### config.mk
export PLATFORM = sky130hd
export DESIGN_NAME = fully_associative_shift_cache_unit_flat
export DESIGN_NICKNAME = d
export VERILOG_FILES = /design/src/rtl/fasc_pkg.sv /design/src/rtl/fasc_req_if.sv /design/src/rtl/fasc_rsp_if.sv /design/src/rtl/fasc_cell.sv /design/src/rtl/fasc_ctrl.sv /design/src/rtl/fully_associative_shift_cache_unit.sv /design/src/flat_wrapper.sv
export SDC_FILE = /design/constraint.sdc
export NUM_CORES = 2
export LEC_CHECK = 0
export ABC_AREA = 1
export ABC_CLOCK_PERIOD_IN_PS = 44500
export BUFFER_PORTS_ARGS = -buffer_cell sky130_fd_sc_hd__buf_2
export CAP_MARGIN = 20
export CORE_UTILIZATION = 55
export DETAILED_ROUTE_END_ITERATION = 8
export GPL_TIMING_DRIVEN = 0
export PLACE_DENSITY = 0.73
export SLEW_MARGIN = 20
export SYNTH_ARGS = -nofsm -noshare
export SYNTH_HDL_FRONTEND = slang
export SYNTH_SLANG_ARGS = --single-unit
### constraint.sdc
create_clock -name clock -period 44.5 [get_ports clock]
set_input_delay 4.45 -clock clock [delete_from_list [all_inputs] [get_ports clock]]
set_output_delay 4.45 -clock clock [all_outputs]
set_load 0.02 [all_outputs]
### src/rtl/fasc_pkg.sv
// Types, constants and a helper function of the fully associative shift cache.
package fasc_pkg;

   localparam int ADDR_W   = 32;
   localparam int LINE_W   = 32;
   localparam int BYTE_W   = 8;
   localparam int OFFSET_W = 2;
   localparam int TAG_W    = ADDR_W - OFFSET_W;
   localparam int COUNT_W  = 32;

   // One cache entry as it moves along the chain.
   typedef struct packed {
      logic               valid;
      logic [TAG_W-1:0]   tag;
      logic [LINE_W-1:0]  line;
   } entry_type;

   // Request held stable during a lookup.
   typedef struct packed {
      logic [TAG_W-1:0]    tag;
      logic [OFFSET_W-1:0] offset;
      logic [LINE_W-1:0]   fill;
   } query_type;

   // Lookup result carried from cell to cell.
   typedef struct packed {
      logic              found;
      logic [BYTE_W-1:0] data;
   } scan_type;

   // Select one byte of a line by its offset.
   function automatic logic [BYTE_W-1:0] pick_byte(input logic [LINE_W-1:0] line,
                                                   input logic [OFFSET_W-1:0] offset);
      logic [BYTE_W-1:0] result;
      unique case (offset)
         2'd0:    result = line[7:0];
         2'd1:    result = line[15:8];
         2'd2:    result = line[23:16];
         default: result = line[31:24];
      endcase
      return result;
   endfunction

endpackage

### src/rtl/fasc_req_if.sv
// Request channel: byte address and the memory line that holds it.
interface fasc_req_if;
   logic                            valid;
   logic                            ready;
   logic [fasc_pkg::ADDR_W-1:0]     address;
   logic [fasc_pkg::LINE_W-1:0]     fill_line;

   modport source (output valid, output address, output fill_line, input ready);
   modport sink   (input valid, input address, input fill_line, output ready);
endinterface

### src/rtl/fasc_rsp_if.sv
// Response channel: hit flag, read byte and running counters.
interface fasc_rsp_if;
   logic                            valid;
   logic                            ready;
   logic                            hit;
   logic [fasc_pkg::BYTE_W-1:0]     read_byte;
   logic [fasc_pkg::COUNT_W-1:0]    hits_so_far;
   logic [fasc_pkg::COUNT_W-1:0]    misses_so_far;

   modport source (output valid, output hit, output read_byte, output hits_so_far,
                   output misses_so_far, input ready);
   modport sink   (input valid, input hit, input read_byte, input hits_so_far,
                   input misses_so_far, output ready);
endinterface

### src/rtl/fasc_cell.sv
// One cache entry of the chain with its local compare and result stage.
module fasc_cell (
   input  logic                 clock,
   input  logic                 reset,
   input  logic                 shift_en,
   input  fasc_pkg::entry_type  up_entry,
   input  fasc_pkg::query_type  query,
   input  fasc_pkg::scan_type   scan_in,
   output fasc_pkg::entry_type  entry,
   output fasc_pkg::scan_type   scan_out
);

   logic                          valid_ff;
   logic [fasc_pkg::TAG_W-1:0]    tag_ff;
   logic [fasc_pkg::LINE_W-1:0]   line_ff;
   logic                          match;
   fasc_pkg::scan_type            scan_out_in;
   fasc_pkg::scan_type            scan_out_ff;

   // Valid bit is cleared by reset; an invalid entry never matches.
   always_ff @(posedge clock) begin
      if (reset) begin
         valid_ff <= 1'b0;
      end else if (shift_en) begin
         valid_ff <= up_entry.valid;
      end
   end

   // Tag and line move down one place on a miss.
   always_ff @(posedge clock) begin
      if (shift_en) begin
         tag_ff  <= up_entry.tag;
         line_ff <= up_entry.line;
      end
   end

   // An earlier (newer) match has priority over this entry.
   assign match = valid_ff && (tag_ff == query.tag);

   always_comb begin
      scan_out_in = scan_in;
      if (!scan_in.found && match) begin
         scan_out_in.found = 1'b1;
         scan_out_in.data  = fasc_pkg::pick_byte(line_ff, query.offset);
      end
   end

   // Result stage hands the partial lookup result to the next cell.
   always_ff @(posedge clock) begin
      if (reset) begin
         scan_out_ff <= '0;
      end else begin
         scan_out_ff <= scan_out_in;
      end
   end

   assign entry    = '{valid: valid_ff, tag: tag_ff, line: line_ff};
   assign scan_out = scan_out_ff;

endmodule

### src/rtl/fasc_ctrl.sv
// Sequencer: holds the request, times the lookup, updates counters, drives the response.
module fasc_ctrl #(
   parameter int LINES = 16
) (
   input  logic                 clock,
   input  logic                 reset,
   fasc_req_if.sink             req_chan,
   fasc_rsp_if.source           rsp_chan,
   input  fasc_pkg::scan_type   scan_result,
   output fasc_pkg::query_type  query,
   output logic                 shift_en
);

   localparam int CNT_W = (LINES > 1) ? $clog2(LINES) : 1;

   localparam logic [1:0] ST_IDLE   = 2'd0;
   localparam logic [1:0] ST_SEARCH = 2'd1;
   localparam logic [1:0] ST_FINISH = 2'd2;

   logic [1:0]                      state_ff, state_in;
   logic [CNT_W-1:0]                cnt_ff, cnt_in;
   fasc_pkg::query_type             query_ff;
   logic                            req_xfer;
   logic                            finish_go;
   logic                            rsp_valid_ff, rsp_valid_in;
   logic                            rsp_hit_ff;
   logic [fasc_pkg::BYTE_W-1:0]     rsp_byte_ff;
   logic [fasc_pkg::COUNT_W-1:0]    rsp_hits_ff, rsp_misses_ff;
   logic [fasc_pkg::COUNT_W-1:0]    hit_total_ff, hit_total_in;
   logic [fasc_pkg::COUNT_W-1:0]    miss_total_ff, miss_total_in;
   logic [fasc_pkg::BYTE_W-1:0]     result_byte;

   assign req_chan.ready = (state_ff == ST_IDLE);
   assign req_xfer       = req_chan.valid && req_chan.ready;

   // The result leaves once the output register is free or being emptied.
   assign finish_go = (state_ff == ST_FINISH) && (!rsp_valid_ff || rsp_chan.ready);
   assign shift_en  = finish_go && !scan_result.found;

   // Sequencer next state.
   always_comb begin
      state_in = state_ff;
      cnt_in   = cnt_ff;
      unique case (state_ff)
         ST_IDLE: begin
            cnt_in = '0;
            if (req_xfer) begin
               state_in = ST_SEARCH;
            end
         end
         ST_SEARCH: begin
            if (cnt_ff == CNT_W'(LINES - 1)) begin
               state_in = ST_FINISH;
            end else begin
               cnt_in = cnt_ff + CNT_W'(1);
            end
         end
         ST_FINISH: begin
            if (finish_go) begin
               state_in = ST_IDLE;
            end
         end
         default: begin
            state_in = ST_IDLE;
         end
      endcase
   end

   always_ff @(posedge clock) begin
      if (reset) begin
         state_ff <= ST_IDLE;
         cnt_ff   <= '0;
      end else begin
         state_ff <= state_in;
         cnt_ff   <= cnt_in;
      end
   end

   // Request is captured on transfer and held through the lookup.
   always_ff @(posedge clock) begin
      if (req_xfer) begin
         query_ff.tag    <= req_chan.address[fasc_pkg::ADDR_W-1:fasc_pkg::OFFSET_W];
         query_ff.offset <= req_chan.address[fasc_pkg::OFFSET_W-1:0];
         query_ff.fill   <= req_chan.fill_line;
      end
   end

   assign query = query_ff;

   // Counters and read byte for the finished lookup.
   always_comb begin
      hit_total_in  = hit_total_ff;
      miss_total_in = miss_total_ff;
      if (scan_result.found) begin
         hit_total_in = hit_total_ff + fasc_pkg::COUNT_W'(1);
         result_byte  = scan_result.data;
      end else begin
         miss_total_in = miss_total_ff + fasc_pkg::COUNT_W'(1);
         result_byte   = fasc_pkg::pick_byte(query_ff.fill, query_ff.offset);
      end
   end

   always_ff @(posedge clock) begin
      if (reset) begin
         hit_total_ff  <= '0;
         miss_total_ff <= '0;
      end else if (finish_go) begin
         hit_total_ff  <= hit_total_in;
         miss_total_ff <= miss_total_in;
      end
   end

   // Output register decouples the receiver from the lookup.
   always_comb begin
      rsp_valid_in = rsp_valid_ff;
      if (finish_go) begin
         rsp_valid_in = 1'b1;
      end else if (rsp_chan.ready) begin
         rsp_valid_in = 1'b0;
      end
   end

   always_ff @(posedge clock) begin
      if (reset) begin
         rsp_valid_ff <= 1'b0;
      end else begin
         rsp_valid_ff <= rsp_valid_in;
      end
   end

   always_ff @(posedge clock) begin
      if (finish_go) begin
         rsp_hit_ff    <= scan_result.found;
         rsp_byte_ff   <= result_byte;
         rsp_hits_ff   <= hit_total_in;
         rsp_misses_ff <= miss_total_in;
      end
   end

   assign rsp_chan.valid         = rsp_valid_ff;
   assign rsp_chan.hit           = rsp_hit_ff;
   assign rsp_chan.read_byte     = rsp_byte_ff;
   assign rsp_chan.hits_so_far   = rsp_hits_ff;
   assign rsp_chan.misses_so_far = rsp_misses_ff;

endmodule

### src/rtl/fully_associative_shift_cache_unit.sv
// Fully associative cache of 4-byte lines with first-in first-out replacement.
//
// Channels: req_chan carries a byte address and the memory line holding it;
// rsp_chan returns the hit flag, the addressed byte and the running hit and
// miss counts, one response per request.
// Each entry sits in a cell of a chain. The lookup result travels down the
// chain one cell per cycle, passing the result register of every cell. A new
// request is taken only while the sequencer is idle, so the block takes no
// new request before the lookup of the last one has finished.
// On a miss all entries shift down one cell at once, the oldest
// entry drops off the end and the new line enters the first cell.
// Reset (synchronous) invalidates all entries and clears both counters; no
// clearing pass is needed.
// A finished response waits in an output register while rsp_chan.ready is
// low; the next request is still taken and its lookup runs, and it completes
// only once the waiting response has been transferred.
module fully_associative_shift_cache_unit #(
   parameter int LINES = 16
) (
   input  logic         clock,
   input  logic         reset,
   fasc_req_if.sink     req_chan,
   fasc_rsp_if.source   rsp_chan
);

   fasc_pkg::query_type  query;
   logic                 shift_en;
   fasc_pkg::entry_type  entries [LINES];
   fasc_pkg::scan_type   scans   [LINES];
   fasc_pkg::entry_type  head_entry;

   // New line that enters the top of the chain on a miss.
   assign head_entry = '{valid: 1'b1, tag: query.tag, line: query.fill};

   fasc_ctrl #(
      .LINES (LINES)
   ) u_ctrl (
      .clock       (clock),
      .reset       (reset),
      .req_chan    (req_chan),
      .rsp_chan    (rsp_chan),
      .scan_result (scans[LINES-1]),
      .query       (query),
      .shift_en    (shift_en)
   );

   // Chain of entry cells.
   for (genvar i = 0; i < LINES; i++) begin : g_cell
      if (i == 0) begin : g_head
         fasc_cell u_cell (
            .clock    (clock),
            .reset    (reset),
            .shift_en (shift_en),
            .up_entry (head_entry),
            .query    (query),
            .scan_in  ('0),
            .entry    (entries[i]),
            .scan_out (scans[i])
         );
      end else begin : g_body
         fasc_cell u_cell (
            .clock    (clock),
            .reset    (reset),
            .shift_en (shift_en),
            .up_entry (entries[i-1]),
            .query    (query),
            .scan_in  (scans[i-1]),
            .entry    (entries[i]),
            .scan_out (scans[i])
         );
      end
   end

endmodule

### src/flat_wrapper.sv
// flat-port wrapper written by rule: the top's interface ports become plain ports
module fully_associative_shift_cache_unit_flat 
#(
   parameter int LINES = 16
)
  (clock, reset, req_chan_valid, req_chan_address, req_chan_fill_line, req_chan_ready, rsp_chan_valid, rsp_chan_hit, rsp_chan_read_byte, rsp_chan_hits_so_far, rsp_chan_misses_so_far, rsp_chan_ready);
  fasc_req_if req_chan_i ();
  fasc_rsp_if rsp_chan_i ();
  input  logic clock;
  input  logic reset;
  input wire logic [$bits(req_chan_i.valid)-1:0] req_chan_valid;
  input wire logic [$bits(req_chan_i.address)-1:0] req_chan_address;
  input wire logic [$bits(req_chan_i.fill_line)-1:0] req_chan_fill_line;
  output wire logic [$bits(req_chan_i.ready)-1:0] req_chan_ready;
  output wire logic [$bits(rsp_chan_i.valid)-1:0] rsp_chan_valid;
  output wire logic [$bits(rsp_chan_i.hit)-1:0] rsp_chan_hit;
  output wire logic [$bits(rsp_chan_i.read_byte)-1:0] rsp_chan_read_byte;
  output wire logic [$bits(rsp_chan_i.hits_so_far)-1:0] rsp_chan_hits_so_far;
  output wire logic [$bits(rsp_chan_i.misses_so_far)-1:0] rsp_chan_misses_so_far;
  input wire logic [$bits(rsp_chan_i.ready)-1:0] rsp_chan_ready;
  assign req_chan_i.valid = req_chan_valid;
  assign req_chan_i.address = req_chan_address;
  assign req_chan_i.fill_line = req_chan_fill_line;
  assign req_chan_ready = req_chan_i.ready;
  assign rsp_chan_valid = rsp_chan_i.valid;
  assign rsp_chan_hit = rsp_chan_i.hit;
  assign rsp_chan_read_byte = rsp_chan_i.read_byte;
  assign rsp_chan_hits_so_far = rsp_chan_i.hits_so_far;
  assign rsp_chan_misses_so_far = rsp_chan_i.misses_so_far;
  assign rsp_chan_i.ready = rsp_chan_ready;
  fully_associative_shift_cache_unit #(.LINES(LINES)) u_core (.clock(clock), .reset(reset), .req_chan(req_chan_i), .rsp_chan(rsp_chan_i));
endmodule
Word level (Yosys, flattened, before mapping) --
Index checks and enable logic that the tools add are counted.
Word-level totals: flip-flop bits (word level) 1360, output and inout port bits 75, logic and storage cells 224
Cells by class: bitwise gates (word level) 1, reductions and logical operators 59, multiplexer cells 44, equality and inequality tests 25, $add $sub $neg 3
Operators with widths (count):
- equality test 30 bit | 16
- one-hot mux 8 bit (3 select lines) | 17
- two-way mux 9 bit | 16
- adder 32 x 1 -> 32 bit, second input constant | 2
- two-way mux 32 bit | 2
- logical AND 1 bit | 34
- zero test 1 bit | 17
- two-way mux 8 bit | 1
- one-hot mux 4 bit (2 select lines) | 1
- two-way mux 2 bit | 3
- != test 2 bit, second input constant | 3
- one-hot mux 2 bit (3 select lines) | 1
- adder 4 x 1 -> 4 bit, second input constant | 1
- equality test 2 x 1 -> 1 bit, second input constant | 2
- equality test 2 bit, second input constant | 2
- equality test 4 bit, second input constant | 1
- zero test 2 bit | 2
- two-way mux 4 bit | 1
- nonzero test 2 bit | 2
- AND reduction 3 bit | 1
- two-way mux 1 bit | 2
- != test 2 x 1 -> 1 bit, second input constant | 1
- AND reduction 2 bit | 1
- OR reduction 2 bit | 1
- other kinds (2) | 2

Logic depth before layout (Yosys ltp) --
depth after elaboration 5, depth in mapped cells 15, mapped depth without buffers 12

Cells and area by module --
Synthesis repeated with hierarchy kept, for this count alone.
Second synthesis, totals: cells, all modules 8167, area total of the unflattened synthesis 66078.4 sq um
Modules (own cells, without submodules):
- fasc_cell | cells an instance 447, sequential area each 2062.0 sq um, times used 16, area each 3549.7 sq um
- fasc_ctrl | cells an instance 1013, sequential area each 5535.3 sq um, times used 1, area each 9276.4 sq um
- fully_associative_shift_cache_unit | cells an instance 2, sequential area each 0.0 sq um, times used 1, area each 7.5 sq um

Least setup slack after synthesis --
OpenSTA, ideal clock, no wires.
kind in2reg, start in rsp_chan_ready, end reg u_core.g_cell[10].g_body.u_cell.valid_ff, stages 6, data required time 43348 ps, arrival time 32617 ps, path slack 10730 ps, cells stage by stage nor2_1 inv_1 nand2_1 nor2_1 clkbuf_1 a21oi_1
Between the ends: cells in the longest elaborated chain, start to end 3
Ends and longest elaborated chain:
- start: declaration | line flat_wrapper.sv:20 | input wire logic [$bits(rsp_chan_i.ready)-1:0] rsp_chan_ready;
- logical OR 1 bit | line fasc_ctrl.sv:37 | assign finish_go = (state_ff == ST_FINISH) && (!rsp_valid_ff || rsp_chan.ready);
- logical AND 1 bit | line fasc_ctrl.sv:37
- logical AND 1 bit | line fasc_ctrl.sv:38 | assign shift_en = finish_go && !scan_result.found;
- via u_core.g_cell[0].g_head.u_cell.shift_en | line fasc_cell.sv:5 | input logic shift_en,
- end signal: assignment | line fasc_cell.sv:25 | valid_ff <= up_entry.valid;
- end: declaration | line fasc_cell.sv:13 | logic valid_ff;
The timed path passes the listed nets, and every way through them passes these cells. A chain may end at the register's enable or synchronous reset.

Worst setup path in the final report --
start in rsp_chan_ready, end reg u_core.g_cell[12].g_body.u_cell.tag_ff[17] in the netlist's numbering (enable)
Between the ends: cells in the longest elaborated chain, start to end 3
Ends and longest elaborated chain:
- logical OR 1 bit | line fasc_ctrl.sv:37
- logical AND 1 bit | line fasc_ctrl.sv:37
- logical AND 1 bit | line fasc_ctrl.sv:38
- via u_core.g_cell[0].g_head.u_cell.shift_en | line fasc_cell.sv:5
- end signal: assignment | line fasc_cell.sv:32 | tag_ff <= up_entry.tag;
- end: declaration | line fasc_cell.sv:14 | logic [fasc_pkg::TAG_W-1:0] tag_ff;
The timed path passes the listed nets, and every way through them passes these cells.

==> qor.csv <==
metric,value,unit
p_seq_share,51.1,%
fp.dieW,329,microns
fill_cells,8417,
syn_to_final_growth,12.9,%
via_per_inst,5.61,
design.core.area,106000,sq um
ys_warn_count,0,
critical-path-top-delay-family,buffers and inverters,
drive_gt1_share,8.36,%
crit_type,input pin to register,
ioPinCount,143,
cap_violations,0,
p_sw,0.000720,W
synthTopCellsByArea,"edfxtp_1, nand2_1, dfxtp_1, inv_1, nor2_1",
drt-initial-drc-count,5916,
critical_path_buf_inv_count,9,
drv_slew,0,
firstDrtPassIters,9,
vias,44200,
synth_top_area_cell,edfxtp_1,
run_status,"finished, violations left",
port_buffers,142,
p_sw_share,25.2,%
ys_seq_elements,1360,
instances_no_fill,7868,
cp-start-kind,input pin,
crit_slowest_cell,nor2_1,
final_cell_area,66200,sq um
postPlaceCellArea,61700,sq um
hold_path.class,register to register,
synth_cell_type_count,40,
hold_buffers,0,
final-hold-violation-count,0,
routed_wl,183,mm
layout_common_cells,"nand2_1, edfxtp_1, inv_1",
antenna_left,0,
cts.clk_slew.worst_paths,0.06,ns
violations,DRC,
tightest_slew,1.10,ns
clock_skew,0.0392,ns
slew_headroom,26.9,%
wl_per_cell,23.3,microns
fin_tns_setup,0,ns
p_comb_share,8.3,%
cts_made_buffers,141,
synth_top_area_share,57.8,%
dp.cells,7603,
placementRows,119,
syn_nets,6117,
seq_area_frac_synth,65.7,%
cts_setup_buffers,0,
fin_crit_sh,17.3,%
period_minus_slack,7.71,ns
cpPeakStageDelay,0.78,ns
dp_hpwl,137,mm
cts.sinks,1360,
crit_path_end_kind,register,
grt_pass1_wl,261,mm
grt_usage,33.7,%
initial_core_util,55.6,%
die_area,108000,sq um
pwr-share-clk,40.6,%
grt_max_degree,61,
clock_latency,0.79,ns
grt_pass1_vias,41900,
avgSynthCellArea,9.70,sq um
critPathMostFrequentCell,buf_12,
root_buffer,clkbuf_16,
die_y,329,microns
crit_required,44.95,ns
drc,2,
syn_area,58600,sq um
setup_viol,0,
antenna_found_initial,5,
cp_max_fo,50,
intPower,0.00214,W
fmax,130,MHz
cts-resized-gates,0,
synthCells,6046,
clockBufferDepth,3,
grt_overflow,0,
cp_cell_sequence,buf_2 > nor2_1 > inv_1 > nand2_1 > nor2_1 > clkbuf_4 > buf_12 > buf_16 > buf_16 > buf_12 > buf_12 > buf_12,
cp_data_arrival_time,8.16,ns
nNetsFinal,6426,
ir_drop,0.0391,mV
htreeDepth,4,
rsz0062_at_grt,no,
routabilityCongestion,1.02,
cts_tree,done,
p_leak,27.7,nW
powerDensity,43.2,nW/um^2
final_common_cell,nand2_1,
power by group through the flow:
| stage | Combinational [W] | Clock, W | Sequential [W] |
|---|---|---|---|
| floorplan | 0.000134 | 0 | 0.00153 |
| detailed placement | 0.000230 | 0 | 0.00149 |
| finish | 0.000238 | 0.00116 | 0.00146 |
| global placement | 0.000218 | 0 | 0.00156 |
| global route | 0.000254 | 0.00121 | 0.00146 |
| CTS | 0.000231 | 0.00116 | 0.00146 |
kinds of logic after synthesis:
family	Yosys count	synth area share, %
AND/OR/NAND/NOR	3132	21.0
XOR/XNOR	108	1.61
buffers and inverters	970	6.78
flip-flops	1360	65.7
AO/OA/AOI/OAI	473	4.85
adder cells (fa/ha/maj)	3	0.0640
final timing paths:
| path | to | startpoint | cells past startpoint | slack [ns] |
|---|---|---|---|---|
| setup / recovery | u_core.g_cell[12].g_body.u_cell.tag_ff[17] | rsp_chan_ready | 12 | 36.79 |
| setup reg to reg | u_core.g_cell[12].g_body.u_cell.tag_ff[17] | u_core.u_ctrl.state_ff[1] | 11 | 40.12 |
| hold reg to reg | u_core.g_cell[8].g_body.u_cell.tag_ff[26] | u_core.g_cell[7].g_body.u_cell.tag_ff[26] | 0 | 0.43 |
| hold / removal | u_core.g_cell[8].g_body.u_cell.tag_ff[26] | u_core.g_cell[7].g_body.u_cell.tag_ff[26] | 0 | 0.43 |
synth_stat cells:
library cell,instances
nor3_2,1
buf_2,71
xor2_1,40
o21ai_0,136
o2111ai_1,2
and3_1,2
a22o_1,12
edfxtp_1,1129
nor2_4,11
a21oi_1,184
a31oi_1,1
ha_1,3
o22ai_1,5
a211oi_1,1
a221oi_1,109
nor4_1,1
and2_1,1
or2_2,5
inv_2,29
o21ai_1,21
and2_0,2
a21o_1,1
o21a_1,1
clkinv_1,1
nand3_2,1
clkbuf_1,83
nor3b_1,2
buf_1,11
nor2_2,6
nand3b_1,6
dfxtp_1,231
nor3_1,22
buf_6,14
nor2_1,624
nand2_1,2207
xnor2_1,68
buf_4,37
nand4_1,52
nand3_1,189
inv_1,724
worst register-to-register path, cell delays in order (launching register included):
cell and delay, ns:
dfxtp_1 0.35, inv_1 0.05, nor2_1 0.14, nand2_1 0.28, nor2_1 0.78, clkbuf_4 0.63
buf_12 0.29, buf_16 0.31, buf_16 0.31, buf_12 0.32, buf_12 0.29, buf_12 0.27
routing by layer:
metal  routed length (microns)  track usage [%]  part of all wire, %  vias up
li1                          -                -                    -    20200
met1                     69100             44.2                   38    20900
met2                     82700             52.4                   45     2561
met3                     21000             7.57                   11      493
met4                     10100             18.3                  5.5        6
met5                        35                0                0.019        -
stage by stage:
stage	utilization [%]	hold slack, ns	total power (W)	worst slack (ns)
after CTS	62.7	0.425	0.00285	36.94
after global routing	62.7	0.441	0.00293	36.67
final	62.7	0.430	0.00286	36.79
after global placement	57.9	0.425	0.00178	-0.292
after detailed placement	58.4	0.429	0.00172	36.13
after floorplan	-	0.403	0.00167	10.73
registers in the layout, summed over array words and instances, names as in the netlist, 2 cells and up:
| signal | flops |
|---|---|
| u_core.g_cell.g_body.u_cell.line_ff | 480 |
| u_core.g_cell.g_body.u_cell.tag_ff | 450 |
| u_core.g_cell.g_body.u_cell.scan_out | 135 |
| u_core.u_ctrl.query | 64 |
| u_core.g_cell.g_head.u_cell.line_ff | 32 |
| u_core.u_ctrl.hit_total_ff | 32 |
| u_core.u_ctrl.miss_total_ff | 32 |
| u_core.u_ctrl.rsp_chan.hits_so_far | 32 |
| u_core.u_ctrl.rsp_chan.misses_so_far | 32 |
| u_core.g_cell.g_head.u_cell.tag_ff | 30 |
| u_core.g_cell.g_body.u_cell.valid_ff | 15 |
| u_core.g_cell.g_head.u_cell.scan_out | 9 |
| u_core.u_ctrl.rsp_chan.read_byte | 8 |
| u_core.u_ctrl.cnt_ff | 4 |
| u_core.u_ctrl.state_ff | 2 |
cell type report:
type                       count  area, sq um  share of cell area [%]
buffer                       216         1150                    1.74
tap                         1391         1740                    2.63
timing repair buffer         166         1290                    1.95
antenna                        4         10.0                  0.0151
sequential                  1360        38500                    58.2
clock buffer                 189         3820                    5.77
inverter                     754         2830                    4.28
multi-input combinational   3716        16100                    24.4
clock inverter                72          693                    1.05
(Power assumes the default switching activity.)
